[src/rtl/piecewise_quintic_evaluator_core_assert.svh]
// Assertion macros shared by the evaluator modules.
`ifndef PIECEWISE_QUINTIC_EVALUATOR_CORE_ASSERT_SVH
`define PIECEWISE_QUINTIC_EVALUATOR_CORE_ASSERT_SVH
// Implication checked on every rising clock edge outside reset.
`define PQE_ASSERT_IMP(label, clk, rst_n, ante, cons, msg) \
  label: assert property (@(posedge clk) disable iff (!rst_n) (ante) |-> (cons)) \
    else $error(msg);
// Next-cycle implication checked outside reset.
`define PQE_ASSERT_NXT(label, clk, rst_n, ante, cons, msg) \
  label: assert property (@(posedge clk) disable iff (!rst_n) (ante) |=> (cons)) \
    else $error(msg);
`endif

[src/rtl/pqe_pkg.sv]
// Shared types and constants of the piecewise quintic evaluator.
`default_nettype none
package pqe_pkg;
  localparam int MaxSegments = 16;
  localparam int SegW = $clog2(MaxSegments);
  localparam int CoefDepth = 6 * MaxSegments;
  localparam int CoefAw = $clog2(CoefDepth);
  localparam logic [23:0] EndTol = 24'd66;
  localparam logic [1:0] KIND_COEF = 2'd0;
  localparam logic [1:0] KIND_DUR = 2'd1;
  localparam logic [1:0] KIND_QUERY = 2'd2;

  // Controller to datapath commands.
  typedef struct packed {
    logic       sum_clr;     // clear running sums
    logic       sum_acc;     // add duration read data to total
    logic       srch_step;   // advance the walk past the current segment
    logic       dur_rd;      // issue duration read at dur_addr
    logic [SegW-1:0] dur_addr;
    logic       end_dec;     // decide end or search
    logic       coef_rd;     // issue coefficient read
    logic [2:0] coef_pow;
    logic       h_load;      // load accumulators with top coefficient
    logic       h_mul;       // multiply step
    logic       h_add;       // add step
    logic [2:0] h_pow;       // coefficient power for load, multiply and add steps
    logic       done;        // present result
  } pqe_cmd_t;

  typedef struct packed {
    logic       q_gt_end;    // query beyond current running end
    logic       is_end;
  } pqe_sts_t;
endpackage
`default_nettype wire

[src/rtl/pqe_ctrl.sv]
// Controller state machine sequencing summation, search and Horner steps.
`default_nettype none
`include "piecewise_quintic_evaluator_core_assert.svh"
module pqe_ctrl import pqe_pkg::*; (
  input  wire logic        clk,
  input  wire logic        rst_n,
  input  wire logic        go,
  input  wire logic [SegW:0] n_used,
  input  wire pqe_sts_t    sts,
  output logic             busy,
  output pqe_cmd_t         cmd
);
  typedef enum logic [3:0] {
    S_IDLE, S_SUM, S_SUMW, S_DEC, S_SRCH, S_SRCHW, S_CRD, S_CLD, S_MUL, S_ADD, S_DONE
  } state_t;

  state_t state_r;
  logic [SegW:0] cnt_r;
  logic [2:0] pow_r;
  logic step_ok;

  // The walk moves on only while the query lies past the running end and a
  // further segment is in use.
  assign step_ok = sts.q_gt_end && (cnt_r + 1'b1 < n_used);

  always_comb begin
    cmd = '0;
    cmd.dur_addr = cnt_r[SegW-1:0];
    cmd.coef_pow = pow_r;
    cmd.h_pow = pow_r;
    case (state_r)
      S_IDLE: cmd.sum_clr = go;
      S_SUM: cmd.dur_rd = 1'b1;
      S_SUMW: cmd.sum_acc = 1'b1;
      S_DEC: cmd.end_dec = 1'b1;
      S_SRCH: cmd.dur_rd = 1'b1;
      S_SRCHW: cmd.srch_step = step_ok;
      S_CRD: cmd.coef_rd = 1'b1;
      S_CLD: cmd.h_load = 1'b1;
      S_MUL: cmd.h_mul = 1'b1;
      S_ADD: cmd.h_add = 1'b1;
      S_DONE: cmd.done = 1'b1;
      default: ;
    endcase
  end

  assign busy = (state_r != S_IDLE);

  always_ff @(posedge clk) begin
    if (!rst_n) begin
      state_r <= S_IDLE;
      cnt_r <= '0;
      pow_r <= '0;
    end else begin
      case (state_r)
        S_IDLE: if (go) begin
          state_r <= S_SUM;
          cnt_r <= '0;
        end
        S_SUM: state_r <= S_SUMW;
        S_SUMW: begin
          if (cnt_r + 1'b1 == n_used) begin
            state_r <= S_DEC;
          end else begin
            cnt_r <= cnt_r + 1'b1;
            state_r <= S_SUM;
          end
        end
        S_DEC: begin
          // Past the end the counter already points at the last segment in use.
          if (sts.is_end) begin
            pow_r <= 3'd5;
            state_r <= S_CRD;
          end else begin
            cnt_r <= '0;
            state_r <= S_SRCH;
          end
        end
        S_SRCH: state_r <= S_SRCHW;
        S_SRCHW: begin
          if (step_ok) begin
            cnt_r <= cnt_r + 1'b1;
            state_r <= S_SRCH;
          end else begin
            pow_r <= 3'd5;
            state_r <= S_CRD;
          end
        end
        S_CRD: state_r <= (pow_r == 3'd5) ? S_CLD : S_ADD;
        S_CLD: begin
          pow_r <= 3'd4;
          state_r <= S_MUL;
        end
        S_MUL: state_r <= S_CRD;
        S_ADD: begin
          if (pow_r == 3'd0) begin
            state_r <= S_DONE;
          end else begin
            pow_r <= pow_r - 1'b1;
            state_r <= S_MUL;
          end
        end
        S_DONE: state_r <= S_IDLE;
        default: state_r <= S_IDLE;
      endcase
    end
  end

  `PQE_ASSERT_IMP(a_go_idle, clk, rst_n, go, state_r == S_IDLE, "start taken while busy")
  `PQE_ASSERT_NXT(a_done_idle, clk, rst_n, state_r == S_DONE, state_r == S_IDLE,
    "done not followed by idle")
  `PQE_ASSERT_IMP(a_cnt_rng, clk, rst_n, busy, cnt_r < n_used, "segment counter out of range")
endmodule
`default_nettype wire

[config.mk]
export PLATFORM = sky130hd
export DESIGN_NAME = pqe_ctrl
export DESIGN_NICKNAME = d
export VERILOG_FILES = /design/src/rtl/pqe_pkg.sv /design/src/rtl/pqe_ctrl.sv
export VERILOG_INCLUDE_DIRS = /design/src /design/src/rtl
export SDC_FILE = /design/constraint.sdc
export NUM_CORES = 1
export LEC_CHECK = 0
export BUFFER_PORTS_ARGS = -buffer_cell sky130_fd_sc_hd__buf_2
export CORE_ASPECT_RATIO = 1.4
export CORE_MARGIN = 5
export CORE_UTILIZATION = 46
export DETAILED_ROUTE_END_ITERATION = 8
export PLACE_DENSITY_LB_ADDON = 0.2
export SLEW_MARGIN = 20
export SYNTH_ARGS = -nofsm -noshare
export SYNTH_HDL_FRONTEND = slang
export SYNTH_SLANG_ARGS = --single-unit
[constraint.sdc]
create_clock -name clk -period 2.1 [get_ports clk]
set_input_delay 0.42 -clock clk [delete_from_list [all_inputs] [get_ports clk]]
set_output_delay 0.42 -clock clk [all_outputs]
set_load 0.03 [all_outputs]
* After elaboration in Yosys (flattened, before gate mapping)
Cells that the tools add are included.
** Cells by class
- $add $sub $neg :: 2
- Magnitude comparators :: 1
- Equality and inequality tests :: 19
- Muxes and demuxes :: 26
- Reduce and logical (&&, ||, !) cells :: 9
** Operator list (number)
- case mux 4 bit (10 select lines) :: 1
- two-way mux 5 bit :: 4
- case mux 5 bit (4 select lines) :: 1
- == test 4 x 3 -> 1 bit (second input constant) :: 4
- inequality test 2 bit (second input constant) :: 7
- == test 4 bit (second input constant) :: 3
- case mux 3 bit (4 select lines) :: 1
- nonzero test 4 bit :: 3
- two-way mux 1 bit :: 10
- two-way mux 3 bit :: 3
- == test 4 x 2 -> 1 bit (second input constant) :: 2
- two-way mux 2 bit :: 4
- two-way mux 4 bit :: 2
- adder 5 x 1 -> 5 bit (second input constant) :: 1
- == test 5 bit :: 1
- < comparator 5 bit :: 1
- AND reduction 5 bit :: 1
- == test 4 x 1 -> 1 bit (second input constant) :: 1
- logical NOT 4 bit :: 1
- AND reduction 4 bit :: 1
- == test 3 bit (second input constant) :: 1
- logical NOT 3 bit :: 1
- subtractor 3 x 1 -> 3 bit (second input constant) :: 1
- OR reduction 2 bit :: 1
- logical AND 1 bit :: 1
** Word-level totals
- Register bits :: 12
- Input bits :: 10
- Output and inout port bits :: 21

* Depth between registers and ports, before layout
Gate-level depths: netlist of the first run.
- Depth in word-level cells :: 5
- Depth in mapped cells :: 9
- Gate-level depth less buffers :: 9

* Worst setup path after synthesis of the first run
Ideal clock, no wire load.
- Kind :: flip-flop to output port
- Start point :: register cnt_r[0]
- End point :: output port cmd[17] in the netlist's numbering
- Arrival time :: 2.124 ns
- Slack :: -0.444 ns
- Stages on the path, launching flop included :: 8
- Path buffers :: 0
- Path through :: dfxtp_1 > ha_1 > nand3_1 > xnor2_1 > ha_1 > nand2_1 > o2111ai_1 > nor3_1
** RTL lines
- from (decl) :: line pqe_ctrl.sv:18 : logic [SegW:0] cnt_r;
- from (signal assigned) :: line pqe_ctrl.sv:65 : cnt_r <= cnt_r + 1'b1;
- from (signal assigned) :: line pqe_ctrl.sv:82 : cnt_r <= cnt_r + 1'b1;
- to (decl) :: line pqe_ctrl.sv:11 : output pqe_cmd_t cmd

==> results.txt, run 1 <==
- Once routing completed, OpenROAD measured the worst setup slack at -258 ps.
- Highest Signal Layer: met4
- Total inserted antenna cells: 0
- The library cells used most frequently in the layout, excluding fill and tap cells, are 29 x buf_2, 19 x buf_4, 12 x inv_1.
- Violated checks: negative setup slack
- Min Tclk post-route: 2360 ps
- Number of instances in the synthesized netlist: 132
- After synthesis, the largest area contributor takes up 22.0% of total cell area.
- Net switching is 30.3% of the power.
- Violation count after the first detailed-route iteration: 23
- The number of clock buffers added by TritonCTS is 3.
* Standby leakage power: 0.723 nW
- Count of yosys warnings during synthesis: 0
* Worst hold slack: 414 ps
- The initial antenna violation count came to 0.
- P per Cell Area: 368 nW/um^2
* Count of endpoints failing setup in the final report: 9
- Status: finished, violations left
- Summing every instance area after synthesis gives 1090 um^2.
* Max-cap check violation count: 0
- RePlAce Congestion: 0.770
- Category of the worst setup path launch point: register
- Maximum number of pins on one net before global-route repair: 13
- TritonCTS clock tree: built
- Number of global-route vias before repair: 1,091
* Required time at the worst-slack endpoint: 1680 ps
* Cell type with the highest occurrence count on the critical path: ha_4
- Ranked by total cell area, the synthesized netlist is headed by dfxtp_1 22%, ha_1 10%, buf_4 5.5%.
- Total power: 557 uW
- 31 I/O pins were placed.
- Once the floorplan was initialized, standard cells occupied 46.6% of the core.
- Kind of critical path: register to output port
* Drt total wl: 3030 um
- Walking the worst path, the cells encountered are ha_4 > nand3_2 > xnor2_2 > ha_4 > nand2_2 > o2111ai_4 > nor3_4 > buf_6.
* Via count: 1,098
- The path class of the tightest hold or removal check is primary input to register.
* Number of synthesized register bits: 12
- At the worst endpoint, the arrival time is 1940 ps.
- H-tree level count: 1
- Cts-stage hold buffer count: 0
- Summed over all nets, the switching power comes to 169 uW.
- For this run, the detailed router's first-pass iteration total came to 4.
- Counting every net in the synthesized netlist gives 151.
- Register share of total power: 42.7%
- Worst setup EP type: output port
- The floorplan step defined a core boundary enclosing 2340 um^2.
* Detail-routed via count per cell: 5.57
* Wire length on met1: 1130 um
* Root Driver: clkbuf_4
- The die is 51.1 um wide.
* Family with the most delay on the worst path: adder cells
- First-pass GRT wire length: 4770 um
- For the final database, setup skew stands at 2.74 ps.
- Along the worst path, the maximum fanout reaches 3.
- Based on the critical path, the design can be clocked at up to 0.424 GHz.
* Biggest area consumer among synthesized cells: dfxtp_1
- Design internal power: 388 uW
- For this run, the post-layout net count is 194.
- The floorplan step defined a die boundary enclosing 3460 um^2.
* P&R area growth vs syn: 38.8%
- Relative contribution of the clock network to total power: 34.8%
- Among all flip-flop cells after synthesis, the most frequent one is dfxtp_1.
- GRT Util Overall: 18.4%
* DRC viols: 0
* Clock sinks: 12
- Overflow after GRT: 0
- After filler insertion, the fill cell instance count of the layout stands at 204.
- Maximum number of buffers from clock root to sink: 2
* WL/cell: 15.4 um
- On the worst path, the slowest cell contributes a delay of 360 ps.
- Number of enable flip-flop cells after synthesis: 0
- Setup repair after global routing could not meet its margin everywhere.
- Clock latency on the worst-skew pair: 280 ps
- Counting flops with an async set or reset pin after synthesis yields a share of 0%.
- Counting both buffers and inverters, the worst setup path holds a total of 1.
- The post-route netlist has 49.4% of its cells at a drive strength greater than 1.
* Max Slew Vio Count: 0
* Highest-delay cell along the critical path: dfxtp_2
* DPL Wire Length: 2260 um
* Syn Area/Cell: 8.26 um^2
- The floorplan has 21 rows.
- At the pin with the least slew margin, the transition time is 427 ps.
- Logic gate share of total power: 22.6%
* Post-place setup slack: -128 ps
- Once detail routing completed, the nets flagged for antenna violations numbered 0.
- Die outline height: 67.6 um
- DR WL met2: 1740 um
* Total met3 wirelength after detailed routing: 107 um
- The worst-case IR drop observed on VDD is 0.272 mV.
* Crit share post-route: 112%
- For this run, the register share of the synthesized area comes to 22.0%.
* Number of distinct library cells after synthesis: 45
- Measured against its own limit, the worst slew margin works out to 71.5%.
- For this run, the share of the core covered by cells in the final layout is 64.7%.
* Register clock-pin slew on the reported worst setup and hold paths: 80 ps
- The count of endpoints failing hold in the final timing report was 0.
* Count of input and output buffers: 30
- Leading cell type in the layout, fill and taps excluded: buf_2
path summary, 6_finish.rpt:
kind,startpoint,to,slack [ps],cells after the start
setup / recovery,cnt_r[1],cmd[17],-260,8
hold / removal,go,state_r[0],410,2
setup reg to reg,cnt_r[1],cnt_r[0],-160,10
hold reg to reg,pow_r[1],pow_r[1],520,2
state kept, by name, summed over array words and instances (netlist names):
name and flops:
cnt_r 5, state_r 4, pow_r 3
worst reg2reg max path, cell delays in order (launching register included):
cell	delay [ps]
dfxtp_2	360
buf_4	120
nand3_1	110
xnor2_2	170
ha_1	310
nand4_1	160
buf_4	150
o41ai_4	70
a2111oi_4	350
and2_4	280
o22ai_2	70
layout make-up:
type | instances | area, um^2 | share of cell area (%)
multi-input combinational | 95 | 836 | 55.3
timing repair buffer | 51 | 322 | 21.3
tap | 23 | 28.8 | 1.90
inverter | 12 | 45.0 | 2.98
clock buffer | 4 | 36.3 | 2.40
sequential | 12 | 245 | 16.2
kinds of logic after synthesis:
family,count (synthesis),synth area share [%]
AND/OR/NAND/NOR,54,27.9
AO/OA/AOI/OAI,27,23.1
buffers and inverters,25,12.4
flip-flops,12,22.0
adder cells (fa/ha/maj),9,10.3
XOR/XNOR,4,3.22
multiplexers,1,1.03
metal layers:
layer / vias to the layer above / track usage [%]
met2: 29 / 35.3
met1: 513 / 19.3
met3: 7 / 2.21
met5: - / 0
li1: 549 / -
met4: 0 / 9.09
synth_stat cells (all sizes together) (2+ instances only):
cell	number
o22a	2
nor2	7
buf	12
nand4	5
o311ai	2
nand3b	2
xnor2	3
a31oi	3
nand2	12
ha	9
o21ai	6
dfxtp	12
nor3	5
a21oi	4
and3	2
nand3	5
nand2b	7
o211ai	2
and3b	2
inv	12
power by group through the flow:
stage | logic (mW) | clock network, mW | registers, mW
after CTS | 0.118 | 0.193 | 0.238
final | 0.126 | 0.194 | 0.238
after global placement | 0.110 | 0 | 0.242
after global routing | 0.136 | 0.205 | 0.239
after detailed placement | 0.112 | 0 | 0.242
after floorplan | 0.0780 | 0 | 0.240
timing repair:
action	4_1_cts	5_1_grt
gates cloned	0	0
setup endpoints to repair	9	11
endpoints found under the hold margin	0	0
resized for setup	12	8
pin swaps	7	6
buffers inserted	2	4
metrics by stage:
| step | TNS [ps] | cell area (um^2) | std cells |
|---|---|---|---|
| 2_1_floorplan | -57.0 | 1130 | 132 |
| 3_3_place_gp | -566 | 1330 | 187 |
| 3_5_place_dp | -803 | 1330 | 187 |
| 4_1_cts | -768 | 1430 | 193 |
| 5_1_grt | -2370 | 1510 | 197 |
| 6_report | -1190 | 1510 | 197 |
Power figures use the tool's default switching activity.
==> run 2, diff against run 1 <==
SKIP_CTS_REPAIR_TIMING = 1   (was unset)
==> run 2 against run 1 <==
  * The run still ends with negative setup slack left
  * Clock power is essentially flat
  * Clock skew shrank 1.6 ps
  * Final cell count shrank 1.0%
  * Largest power group unchanged
  * Critical path type is now register to register
==> results.txt, run 2 (synthesis gave the netlist of run 1 again) <==
* Core Area: 2340 um^2
- Relative to the synthesized area, the layout overhead comes to 38.0%.
* Maximum clock rate: 0.421 GHz
- On the critical path, the stage with the largest delay is an instance of a2111oi_4.
- Count of endpoints failing setup in the final report: 7
- Once layout is done, the placed cells without fillers occupy 1500 um^2.
- Detailed-routing iteration count for the pre-antenna-repair pass: 4
- Clock latency on the worst-skew pair: 280 ps
* Row count: 21
- Count of nets after finishing: 192
* DPL Wire Length: 2260 um
* Total power: 555 uW
- Global routing consumed, over all layers together, 17.5% of the routing resources.
* Drt total wl: 3000 um
* Biggest register: cnt_r
* Max-cap check violation count: 0
- Antenna violation net count after detailed routing: 0
- Leading registers by flop count: cnt_r: 5 flops, state_r: 4 flops, pow_r: 3 flops
* Crit share post-route: 113%
* Clock sinks: 12
- Stage delay of the slowest cell on the critical path: 470 ps
* First-pass GRT wire length: 4550 um
- Overflow after GRT: 0
- Cell type with the highest occurrence count on the critical path: ha_4
* Boundary Pins: 31
* Post-place setup slack: -128 ps
- Dividing the detail-routed wire length by the instance count gives 15.4 um.
- The flow ran to the end, but the final reports show violations.
- Hold violation count in the final report: 0
* RePlAce Congestion: 0.770
- In the post-route analysis, the smallest setup slack over all paths is -277 ps.
* Slew at the pin closest to its max-slew limit: 422 ps
- H-tree level count: 1
- Count of input and output buffers: 30
- The number of global-route vias before repair was 1,050.
- Data arrives at the worst endpoint at 2550 ps.
- Maximum number of buffers from clock root to sink: 2
- Walking the worst path, the cells encountered are ha_4 > nand3_4 > xnor2_2 > ha_4 > nand4_1 > buf_4 > o41ai_4 > a2111oi_4 > and2_4 > o22ai_2.
- The die is 51.1 um wide.
- The worst setup path is captured at a register.
* Required time at the worst-slack endpoint: 2270 ps
- After layout, the minimum clock period comes to 2380 ps.
- After the first detailed-routing iteration, the DRC count stood at 31.
- The initial antenna violation count is 0.
- Skew final: 1.16 ps
- Clock tree synthesis inserted a total of 3 buffers.
* Most used cells in the layout excluding fill and tap cells: 29 x buf_2, 18 x buf_4, 12 x inv_1
- Area post-placement: 1330 um^2
- P per Cell Area: 369 nW/um^2
- The initial utilization of the core area, before any placement, comes to 46.6%.
* Maximum number of pins on one net before global-route repair: 13
- The setup path with the least slack is of type register to register.
- The register with the most flip-flops in the layout has 5 of them.
* Fraction of final layout cells sized beyond drive strength 1: 49.4%
* Max-Slew Margin vs Limit: 71.9%
- The detailed router placed 1,081 vias in this run.
* Die outline height: 67.6 um
* Root Driver: clkbuf_4
- Leading cell type in the layout, fill and taps excluded: buf_2
- Clock-pin slew was measured on the worst setup and hold paths at 80 ps.
* Category of the worst setup path launch point: register
- Across the VDD grid, the largest voltage drop is 0.273 mV.
- Worst Path Max Fanout: 5
* Total inserted antenna cells: 0
- Violated checks: negative setup slack
- DRC viols: 0
* TritonCTS clock tree: built
- The min-delay analysis places its worst path in the category primary input to register.
- Detail-routed via count per cell: 5.54
- Setup repair after global routing missed its margin: yes
- The floorplan step defined a die boundary enclosing 3460 um^2.
- The final count of pins violating max slew came to 0.
- Final cell utilization of the core: 64.3%
- Standby leakage power: 0.710 nW
==> run 2: cell count changes in the layout (fill, tap and decap cells not counted) <==
cell	delta
a21oi_1	+1
a21oi_2	-1
buf_4	-1
buf_6	-1
dfxtp_1	-1
dfxtp_2	+1
nand3_1	-1
nand3_4	+1
==> run 2: critical path: cells and delay by family (launching register included) <==
kind / cells / cell delay (ps)
adder cells (fa/ha/maj): 2 / 410
buffers and inverters: 1 / 140
flip-flops: 1 / 360
AO/OA/AOI/OAI: 3 / 610
AND/OR/NAND/NOR: 3 / 500
XOR/XNOR: 1 / 230
==> run 2: power by group <==
group | switching, mW | internal (mW)
clock | 0.0865 | 0.106
combinational | 0.0729 | 0.0521
sequential | 0.00691 | 0.231
total | 0.166 | 0.389
==> run 2: path summary, 6_finish.rpt <==
| path | startpoint | to | slack (ps) | cells after the start |
|---|---|---|---|---|
| max | cnt_r[0] | cnt_r[0] | -280 | 10 |
| min | go | state_r[0] | 420 | 2 |
| max reg2reg | cnt_r[0] | cnt_r[0] | -280 | 10 |
| min reg2reg | cnt_r[4] | cnt_r[4] | 510 | 2 |
==> run 2: stage by stage <==
stage               hold slack (ps)  setup TNS [ps]  cells
finish                          417           -1590    195
global route                    424           -2300    195
CTS                             414           -1240    191
detailed placement              487            -803    187
global placement                479            -566    187
floorplan                       452           -57.0    132
==> run 2: layout make-up <==
cell class,instances,area (um^2)
Tap cell,23,28.8
Timing Repair Buffer,49,303
Fill cell,202,835
Sequential cell,12,246
Multi-Input combinational cell,95,845
Clock buffer,4,36.3
Inverter,12,45.0
==> run 2: routing by layer <==
metal / track usage, % / up-vias / wire (um)
li1: - / 543 / -
met1: 18.4 / 512 / 1160
met2: 34.0 / 22 / 1720
met3: 2.21 / 4 / 95
met4: 7.41 / 0 / 28
met5: 0 / - / 0
